==> config.mk <==
export PLATFORM = sky130hd
export DESIGN_NAME = c_comment_string_masker
export DESIGN_NICKNAME = d
export VERILOG_FILES = /design/src/rtl/cscm_pkg.sv /design/src/rtl/cscm_lexer.sv /design/src/rtl/cscm_out_queue.sv /design/src/rtl/c_comment_string_masker.sv
export SDC_FILE = /design/constraint.sdc
export NUM_CORES = 1
export LEC_CHECK = 0
export ABC_CLOCK_PERIOD_IN_PS = 4840
export BUFFER_PORTS_ARGS = -buffer_cell sky130_fd_sc_hd__buf_2
export CAP_MARGIN = 40
export CELL_PAD_IN_SITES_DETAIL_PLACEMENT = 0
export CELL_PAD_IN_SITES_GLOBAL_PLACEMENT = 1
export CORE_ASPECT_RATIO = 0.5
export CORE_MARGIN = 1.5
export CORE_UTILIZATION = 50
export CTS_CLUSTER_SIZE = 16
export DETAILED_ROUTE_END_ITERATION = 10
export PLACE_DENSITY = 0.9
export SLEW_MARGIN = 10
export SYNTH_ARGS = -nofsm -noshare
export SYNTH_HDL_FRONTEND = slang
export SYNTH_SLANG_ARGS = --single-unit
==> constraint.sdc <==
create_clock -name clock -period 4.84 [get_ports clock]
set_input_delay 0 -clock clock [delete_from_list [all_inputs] [get_ports clock]]
set_output_delay 0 -clock clock [all_outputs]
set_load 0.02 [all_outputs]
==> src/rtl/cscm_pkg.sv <==
package cscm_pkg;

   localparam logic [7:0] CharStar    = 8'h2A;
   localparam logic [7:0] CharSlash   = 8'h2F;
   localparam logic [7:0] CharQuote   = 8'h22;
   localparam logic [7:0] CharPercent = 8'h25;
   localparam logic [7:0] CharBslash  = 8'h5C;
   localparam logic [7:0] CharSpace   = 8'h20;

   localparam int QueueDepth = 4;

   typedef enum logic [1:0] {
      MODE_NORMAL = 2'd0,
      MODE_LINE   = 2'd1,
      MODE_BLOCK  = 2'd2,
      MODE_STRING = 2'd3
   } lexer_mode_type;

   typedef struct packed {
      logic [7:0] out_char;
      logic       out_line_end;
      logic       run_last;
   } result_type;

   // up to two result words caused by one input word
   typedef struct packed {
      logic [1:0]       count;
      result_type [1:0] item;
   } burst_type;

endpackage

==> src/rtl/cscm_lexer.sv <==
module cscm_lexer (
   input  logic               clock,
   input  logic               reset,
   input  logic               accept,
   input  logic [7:0]         in_char,
   input  logic               line_end,
   output cscm_pkg::burst_type burst
);
   import cscm_pkg::*;

   lexer_mode_type mode_ff, mode_in;
   logic [7:0]     pending_char_ff, pending_char_in;
   logic           pending_valid_ff, pending_valid_in;
   logic           keep_next_ff, keep_next_in;
   logic           prev_backslash_ff, prev_backslash_in;

   logic [7:0] decided;
   logic [7:0] cur_char;
   logic       blank;

   always_comb begin
      mode_in           = mode_ff;
      keep_next_in      = keep_next_ff;
      prev_backslash_in = prev_backslash_ff;
      decided           = pending_char_ff;
      blank             = 1'b0;

      // fate of the held byte, given the incoming byte as lookahead
      if (pending_valid_ff) begin
         if (keep_next_ff) begin
            keep_next_in = 1'b0;
         end else begin
            unique case (mode_ff)
               MODE_LINE: begin
                  decided = CharSpace;
               end
               MODE_BLOCK: begin
                  decided = CharSpace;
                  if (pending_char_ff == CharStar && in_char == CharSlash) begin
                     blank   = 1'b1;
                     mode_in = MODE_NORMAL;
                  end
               end
               MODE_STRING: begin
                  priority if (pending_char_ff == CharQuote) begin
                     mode_in = MODE_NORMAL;
                  end else if (pending_char_ff == CharPercent ||
                               pending_char_ff == CharBslash) begin
                     keep_next_in = 1'b1;
                  end else begin
                     decided = CharSpace;
                  end
               end
               MODE_NORMAL: begin
                  priority if (pending_char_ff == CharSlash && in_char == CharStar) begin
                     decided = CharSpace;
                     mode_in = MODE_BLOCK;
                  end else if (pending_char_ff == CharSlash && in_char == CharSlash) begin
                     decided = CharSpace;
                     mode_in = MODE_LINE;
                  end else if (pending_char_ff == CharQuote && !prev_backslash_ff) begin
                     mode_in = MODE_STRING;
                  end else begin
                  end
               end
               default: begin
               end
            endcase
         end
         prev_backslash_in = (decided == CharBslash);
      end

      cur_char = blank ? CharSpace : in_char;

      pending_char_in  = pending_char_ff;
      pending_valid_in = pending_valid_ff;
      if (line_end) begin
         pending_valid_in  = 1'b0;
         keep_next_in      = 1'b0;
         prev_backslash_in = 1'b0;
         if (mode_in == MODE_LINE) begin
            mode_in = MODE_NORMAL;
         end
      end else begin
         pending_char_in  = cur_char;
         pending_valid_in = 1'b1;
      end

      burst.count = {1'b0, pending_valid_ff} + {1'b0, line_end};
      if (pending_valid_ff) begin
         burst.item[0] = '{out_char: decided, out_line_end: 1'b0, run_last: !line_end};
      end else begin
         burst.item[0] = '{out_char: cur_char, out_line_end: 1'b1, run_last: 1'b1};
      end
      burst.item[1] = '{out_char: cur_char, out_line_end: 1'b1, run_last: 1'b1};
   end

   always_ff @(posedge clock) begin
      if (reset) begin
         mode_ff           <= MODE_NORMAL;
         pending_char_ff   <= 8'h00;
         pending_valid_ff  <= 1'b0;
         keep_next_ff      <= 1'b0;
         prev_backslash_ff <= 1'b0;
      end else if (accept) begin
         mode_ff           <= mode_in;
         pending_char_ff   <= pending_char_in;
         pending_valid_ff  <= pending_valid_in;
         keep_next_ff      <= keep_next_in;
         prev_backslash_ff <= prev_backslash_in;
      end
   end

endmodule

==> src/rtl/cscm_out_queue.sv <==
module cscm_out_queue (
   input  logic                 clock,
   input  logic                 reset,
   input  logic                 accept,
   input  cscm_pkg::burst_type  burst,
   output logic                 room,
   output logic                 rsp_valid,
   input  logic                 rsp_ready,
   output cscm_pkg::result_type head
);
   import cscm_pkg::*;

   result_type q_ff [QueueDepth];
   result_type q_in [QueueDepth];
   result_type shifted [QueueDepth];
   logic [2:0] count_ff, count_in;
   logic [2:0] kept;
   logic       pop;

   assign rsp_valid = (count_ff != 3'd0);
   assign pop       = rsp_valid && rsp_ready;
   assign room      = (count_ff <= 3'(QueueDepth - 2));
   assign head      = q_ff[0];
   assign kept      = count_ff - {2'b00, pop};

   always_comb begin
      for (int i = 0; i < QueueDepth; i++) begin
         if (pop && i < QueueDepth - 1) begin
            shifted[i] = q_ff[i + 1];
         end else begin
            shifted[i] = q_ff[i];
         end
      end
      for (int i = 0; i < QueueDepth; i++) begin
         priority if (3'(i) < kept) begin
            q_in[i] = shifted[i];
         end else if (3'(i) == kept) begin
            q_in[i] = burst.item[0];
         end else begin
            q_in[i] = burst.item[1];
         end
      end
      count_in = accept ? kept + {1'b0, burst.count} : kept;
   end

   always_ff @(posedge clock) begin
      if (reset) begin
         count_ff <= 3'd0;
      end else begin
         count_ff <= count_in;
      end
   end

   always_ff @(posedge clock) begin
      for (int i = 0; i < QueueDepth; i++) begin
         q_ff[i] <= q_in[i];
      end
   end

endmodule

==> src/rtl/c_comment_string_masker.sv <==
// channel  | valid / ready          | payload
// ---------+------------------------+------------------------------------------
// req      | req_valid / req_ready  | req_in_char, req_line_end
// rsp      | rsp_valid / rsp_ready  | rsp_out_char, rsp_out_line_end, rsp_run_last
//
// one word accepted per cycle while req_ready is high; its results sit in a four-word
// output queue and show on rsp in order, one word per cycle while rsp_ready is high
// a word that ends a line after a held byte makes two results, but the word after it
// makes at most one, so with rsp_ready high the queue holds at most two and input never waits
// req_ready is high while the queue holds at most two words, with no path from rsp_ready
// synchronous active-high reset clears lexer mode, held byte and queue count
module c_comment_string_masker (
   input  logic       clock,
   input  logic       reset,
   input  logic       req_valid,
   output logic       req_ready,
   input  logic [7:0] req_in_char,
   input  logic       req_line_end,
   output logic       rsp_valid,
   input  logic       rsp_ready,
   output logic [7:0] rsp_out_char,
   output logic       rsp_out_line_end,
   output logic       rsp_run_last
);
   import cscm_pkg::*;

   burst_type  burst;
   result_type head;
   logic       accept;

   assign accept = req_valid && req_ready;

   cscm_lexer u_lexer (
      .clock    (clock),
      .reset    (reset),
      .accept   (accept),
      .in_char  (req_in_char),
      .line_end (req_line_end),
      .burst    (burst)
   );

   cscm_out_queue u_queue (
      .clock     (clock),
      .reset     (reset),
      .accept    (accept),
      .burst     (burst),
      .room      (req_ready),
      .rsp_valid (rsp_valid),
      .rsp_ready (rsp_ready),
      .head      (head)
   );

   assign rsp_out_char     = head.out_char;
   assign rsp_out_line_end = head.out_line_end;
   assign rsp_run_last     = head.run_last;

endmodule

; After elaboration in Yosys (flattened, before gate mapping)
; Memories as Yosys holds them, arrays and structs flattened.
; Index checks and enable logic that the tools add are counted.
[op_classes]
addsub = 3
magnitude_cmp = 5
n_eq_ne = 15
mux = 44
bitwise_logic = 1
n_reduce_logical = 16
[op_table]
columns = cell, count
row1 = $mux W10, 12
row2 = $mux W8, 7
row3 = $eq A8 B6 Y1 const B, 6
row4 = $pmux W8 S3, 1
row5 = $mux W2, 9
row6 = $eq A8 B7 Y1 const B, 2
row7 = $mux W1, 13
row8 = $eq A2 B3 Y1 const A, 2
row9 = $logic_and A1 B1 Y1, 6
row10 = $lt A1 B3 Y1 const A, 2
row11 = $lt A2 B3 Y1 const A, 2
row12 = $pmux W2 S3, 1
row13 = $eq A2 B1 Y1 const B, 2
row14 = $eq A2 B2 Y1 const B, 2
row15 = $reduce_and A2 Y1, 2
row16 = $add A3 B2 Y3, 1
row17 = $eq A1 B3 Y1 const A, 1
row18 = $le A3 B2 Y1 const B, 1
row19 = $logic_not A3 Y1, 1
row20 = $mux W3, 1
row21 = $reduce_bool A3 Y1, 1
row22 = $sub A3 B1 Y3, 1
row23 = $add A1 B1 Y2, 1
row24 = $logic_not A1 Y1, 2
row25 = other kinds (5), 5
[word_totals]
ff_bits = 16
ram_bits = 40
input_bits = 13
output_inout_bits = 12
wordCells = 91
memories = 1
[mem_list]
columns = name, words, word_bits, read_ports, rd_ports_with_merged_regs, write_ports, line
row1 = u_queue.q_ff, 4, 10, 4, 0, 4, cscm_out_queue.sv:13  ; result_type q_ff [QueueDepth];

; Longest topological paths before layout
[logic_depth]
ltp_word = 11
mapped_depth = 12
mapped_depth_nobuf = 11

; Cells and area by module
; A second synthesis with hierarchy kept.
[unflattened]
cells_unflattened = 324
hier_area_um2 = 3255.6
[by_module_without_submodules]
columns = mod, n_inst, cells_each, area_each_um2, seq_area_each_um2
row1 = cscm_out_queue, 1, 175, 2152.1, 1261.2
row2 = cscm_lexer, 1, 148, 1097.3, 260.2
row3 = c_comment_string_masker, 1, 1, 6.3, 0.0

; Worst setup path after synthesis
; OpenSTA, ideal clock, no wires.
[synth_timing]
path_type = register to register
start = register u_queue.count_ff[2] (netlist name)
end = memory u_queue.q_ff[2][0] (netlist bit) (enable)
setup_ps = 351
arrival_ps = 2631
required_time_ps = 4489
slack_ps = 1859
stages_incl_launch_ff = 11
path_cell_list = dfxtp_1 or3_1 nand2_1 inv_1 ha_1 ha_1 xor2_1 inv_2 nand2_1 clkbuf_1 nand3_1
[synth_rtl]
columns = item, line
row1 = to (decl), cscm_out_queue.sv:13

==> flow_metrics.tcl <==
set metrics [dict create \
    run_status "finished, final reports clean" \
    post_dr_wirelength_cell_um 17.38 \
    grt_start_max_net_pins 22 \
    synth.distinct_cells 58 \
    post-synth-top-area-fraction_pct 38.60 \
    fp.dieArea_mm2 0.006735 \
    detail_route.first_pass.iterations 5 \
    syn-num-nets 354 \
    final-instance-count-excl-fill 437 \
    floorplan.io_pins 25 \
    detailed_place.area_mm2 0.003309 \
    worst_clock_skew_ns 0.004160 \
    postRouteAntennaNets 0 \
    port_buffers 24 \
    cts_inserted_buffers 5 \
    clockPowerShare_pct 15.1 \
    post_synth_inst_count 333 \
    finalInstanceArea_mm2 0.003472 \
    placed_cells_incl_taps 429 \
    floorplan.die.height_um 58.79 \
    power.share.switching_pct 41.82 \
    p_comb_share_pct 48.5 \
    post_drt_via_cell_ratio 6.062 \
    route.final.wire_length_um 7593 \
    pwr-share-seq_pct 36.5 \
    slew_violations 0 \
    synth_flop_cell "edfxtp_1" \
    grt_pass1_vias 2386 \
    clkLatencyLatePin_ns 0.29 \
    worstPathArrival_ns 3.36 \
    floorplan.die.width_um 114.6 \
    worstSetupEndpointType "flip-flop" \
    average_footprint_of_a_synthesized_cell_um2 9.345 \
    grt_first_pass_wirelength_um 12100 \
    post_synth_most_frequent_cells "nand2_1 (52), edfxtp_1 (40), nor2_1 (24)" \
    critPathRequiredTime_ns 4.87 \
    cts_setup_buffers 0 \
    synth_seq_cells 56 \
    crit_fanout 17 \
    grt_setup_unrepaired "no" \
    total_of_fill_cells_in_the_finished_design 513 \
    worst-r2r-setup-slack_ns 1.51 \
    cts_root_buffer "clkbuf_16" \
    critical_path_class "flip-flop to flip-flop" \
    tritoncts "yes" \
    global_route.usage.total_pct 23.83 \
    place_congestion 0.8953 \
    sum_of_overflow_across_all_layers_after_global_routing 0 \
    actual_transition_at_the_worst_max_transition_pin_ns 0.6836 \
    total_power_density_per_cell_area_mw_per_mm2 770.0 \
    cts.repair.resized 0 \
    cts_htree_levels 2 \
    slew_headroom_pct 54.08 \
    max_freq_mhz 300.5 \
    synthTopCellsByArea "edfxtp_1 (39%), dfxtp_1 (10%), nand2_1 (6.3%), a31oi_1 (3.6%), a21oi_1 (3.2%)" \
    synth_top_cell_by_area "edfxtp_1" \
    synthMostInstantiatedCell "nand2_1" \
    worst_hold_path_type "primary input to flip-flop" \
    power_report.internal_total_mw 1.555 \
    final_nets 369 \
    clock_sink_count 56 \
    post-route-period-util_pct 68.76 \
    synth_edf_count 40 \
    synth.yosys.warnings 0 \
    drv.max_cap_violation_count 0 \
    clkTransAtPathRegs_ns 0.07 \
    initial_core_util_pct 51.60 \
    timing.final.setup_violations 0 \
    syn2layout_area_growth_pct 11.58 \
    postSynth.asyncResetShare_pct 0 \
    syn-cell-area_mm2 0.003112 \
    drt_first_iter_violations 228 \
    drt_drc_violations_left 0 \
    final_period_minus_worst_setup_slack_ns 3.328 \
    max-clock-path-buffers 2 \
    synth-seq-area-share_pct 48.89 \
    number_of_antenna_repair_diodes 0 \
    dpl.hpwl_um 5525 \
    power.ir.vdd_worst_uv 370.9 \
    routed-via-count 2649 \
    start_kind "flip-flop" \
    switchingPower_mw 1.118 \
    placement_rows 20 \
    post_route_cells_drive_above_1_share_pct 13.18 \
    static_leak_nw 1.249 \
    coreArea_mm2 0.006031 \
    final.setup.tns_ns 0 \
    report.final.hold_viol_count 0 \
    grt_antenna_before_repair 0 \
    cts_hold_buf 0 \
]
## worst max-delay path, stage by stage (launching register included)
cell	delay (ns)
dfxtp_1	0.32
or3_1	0.38
nand2_1	0.16
inv_1	0.07
ha_1	0.51
nand2b_1	0.34
nor3_1	0.57
clkinv_1	0.43
nand3_1	0.17
o21ai_0	0.11
## path summary, 6_finish.rpt
path,startpoint,depth (start not counted),endpoint
setup / recovery,u_queue.count_ff[2]$_SDFF_PP0_,9,u_queue.q_ff[3][2]$_DFFE_PN_
hold / removal,req_in_char[4],3,u_lexer.pending_char_ff[4]$_SDFFE_PP0P_
setup reg to reg,u_queue.count_ff[2]$_SDFF_PP0_,9,u_queue.q_ff[3][2]$_DFFE_PN_
hold reg to reg,u_lexer.pending_char_ff[5]$_SDFFE_PP0P_,2,u_lexer.pending_char_ff[5]$_SDFFE_PP0P_
## placed cells by master, fill, tap and decap left out, types with 3 or more instances in the layout
cell type | netlist | layout
a21oi_1 | 20 | 20
o22ai_1 | 3 | 3
clkbuf_16 | 0 | 5
ha_1 | 7 | 7
nand3_1 | 8 | 8
edfxtp_1 | 40 | 40
a21boi_0 | 3 | 3
nand3b_1 | 4 | 4
a31oi_1 | 18 | 18
o31ai_1 | 5 | 5
nor2_1 | 24 | 24
inv_1 | 14 | 14
nor3_1 | 11 | 11
nor2b_1 | 4 | 4
nand2_1 | 52 | 52
o221ai_1 | 3 | 3
and3_1 | 4 | 4
o21ai_0 | 18 | 18
dfxtp_1 | 16 | 16
buf_2 | 3 | 24
nand4_1 | 3 | 3
o211ai_1 | 7 | 7
a22oi_1 | 6 | 6
## power groups by stage
stage                     logic, mW  clock network (mW)  registers [mW]
after CTS                      1.28               0.406           0.972
after detailed placement       1.27                   0           0.983
after floorplan               0.933                   0            1.02
final                          1.30               0.403           0.975
after global routing           1.45               0.421           0.994
after global placement         1.24                   0           0.985
## sequential cells by signal, indices dropped and copies added, names as in the netlist
| name | cells |
|---|---|
| u_queue.q_ff | 40 |
| u_lexer.pending_char_ff | 8 |
| u_queue.count_ff | 3 |
| u_lexer.mode_ff | 2 |
| u_lexer.keep_next_ff | 1 |
| u_lexer.pending_valid_ff | 1 |
| u_lexer.prev_backslash_ff | 1 |
## final cells by class
cell class,instances,area [um2],area share [%]
inverter,16,60.06,1.730
tap,88,110.1,3.171
multi-input combinational,242,1455,41.91
clock inverter,1,30.03,0.8649
timing repair buffer,27,162.7,4.685
clock buffer,7,132.6,3.820
sequential,56,1521,43.82
## per-layer routing
| layer | wire length, um | track usage (%) |
|---|---|---|
| met1 | 3413 | 32.59 |
| met2 | 3299 | 39.01 |
| met3 | 750 | 5.252 |
| met4 | 130 | 6.429 |
| met5 | 0 | 0 |
## metrics by stage
step	utilization, %	setup WS (ns)	total power [mW]	hold WS (ns)
after global routing	57.57	1.212	2.869	0.03760
after floorplan	-	1.859	1.953	0.1360
after detailed placement	54.88	1.582	2.255	0.3295
after CTS	57.57	1.566	2.656	0.02282
after global placement	54.42	1.707	2.220	0.3197
final	57.57	1.512	2.674	0.03067
## kinds of logic (layout without fill, tap and decap cells)
logic type               count (synthesis)  count (layout)  share of synthesized area [%]
XOR/XNOR                                 3               3                         0.8445
multiplexers                             1               1                         0.3217
buffers and inverters                   35              51                          4.342
flip-flops                              56              56                          48.89
adder cells (fa/ha/maj)                  8               8                          3.458
AND/OR/NAND/NOR                        131             131                          20.83
AO/OA/AOI/OAI                           99              99                          21.31
No activity file was read; power rests on OpenSTA's default activity.
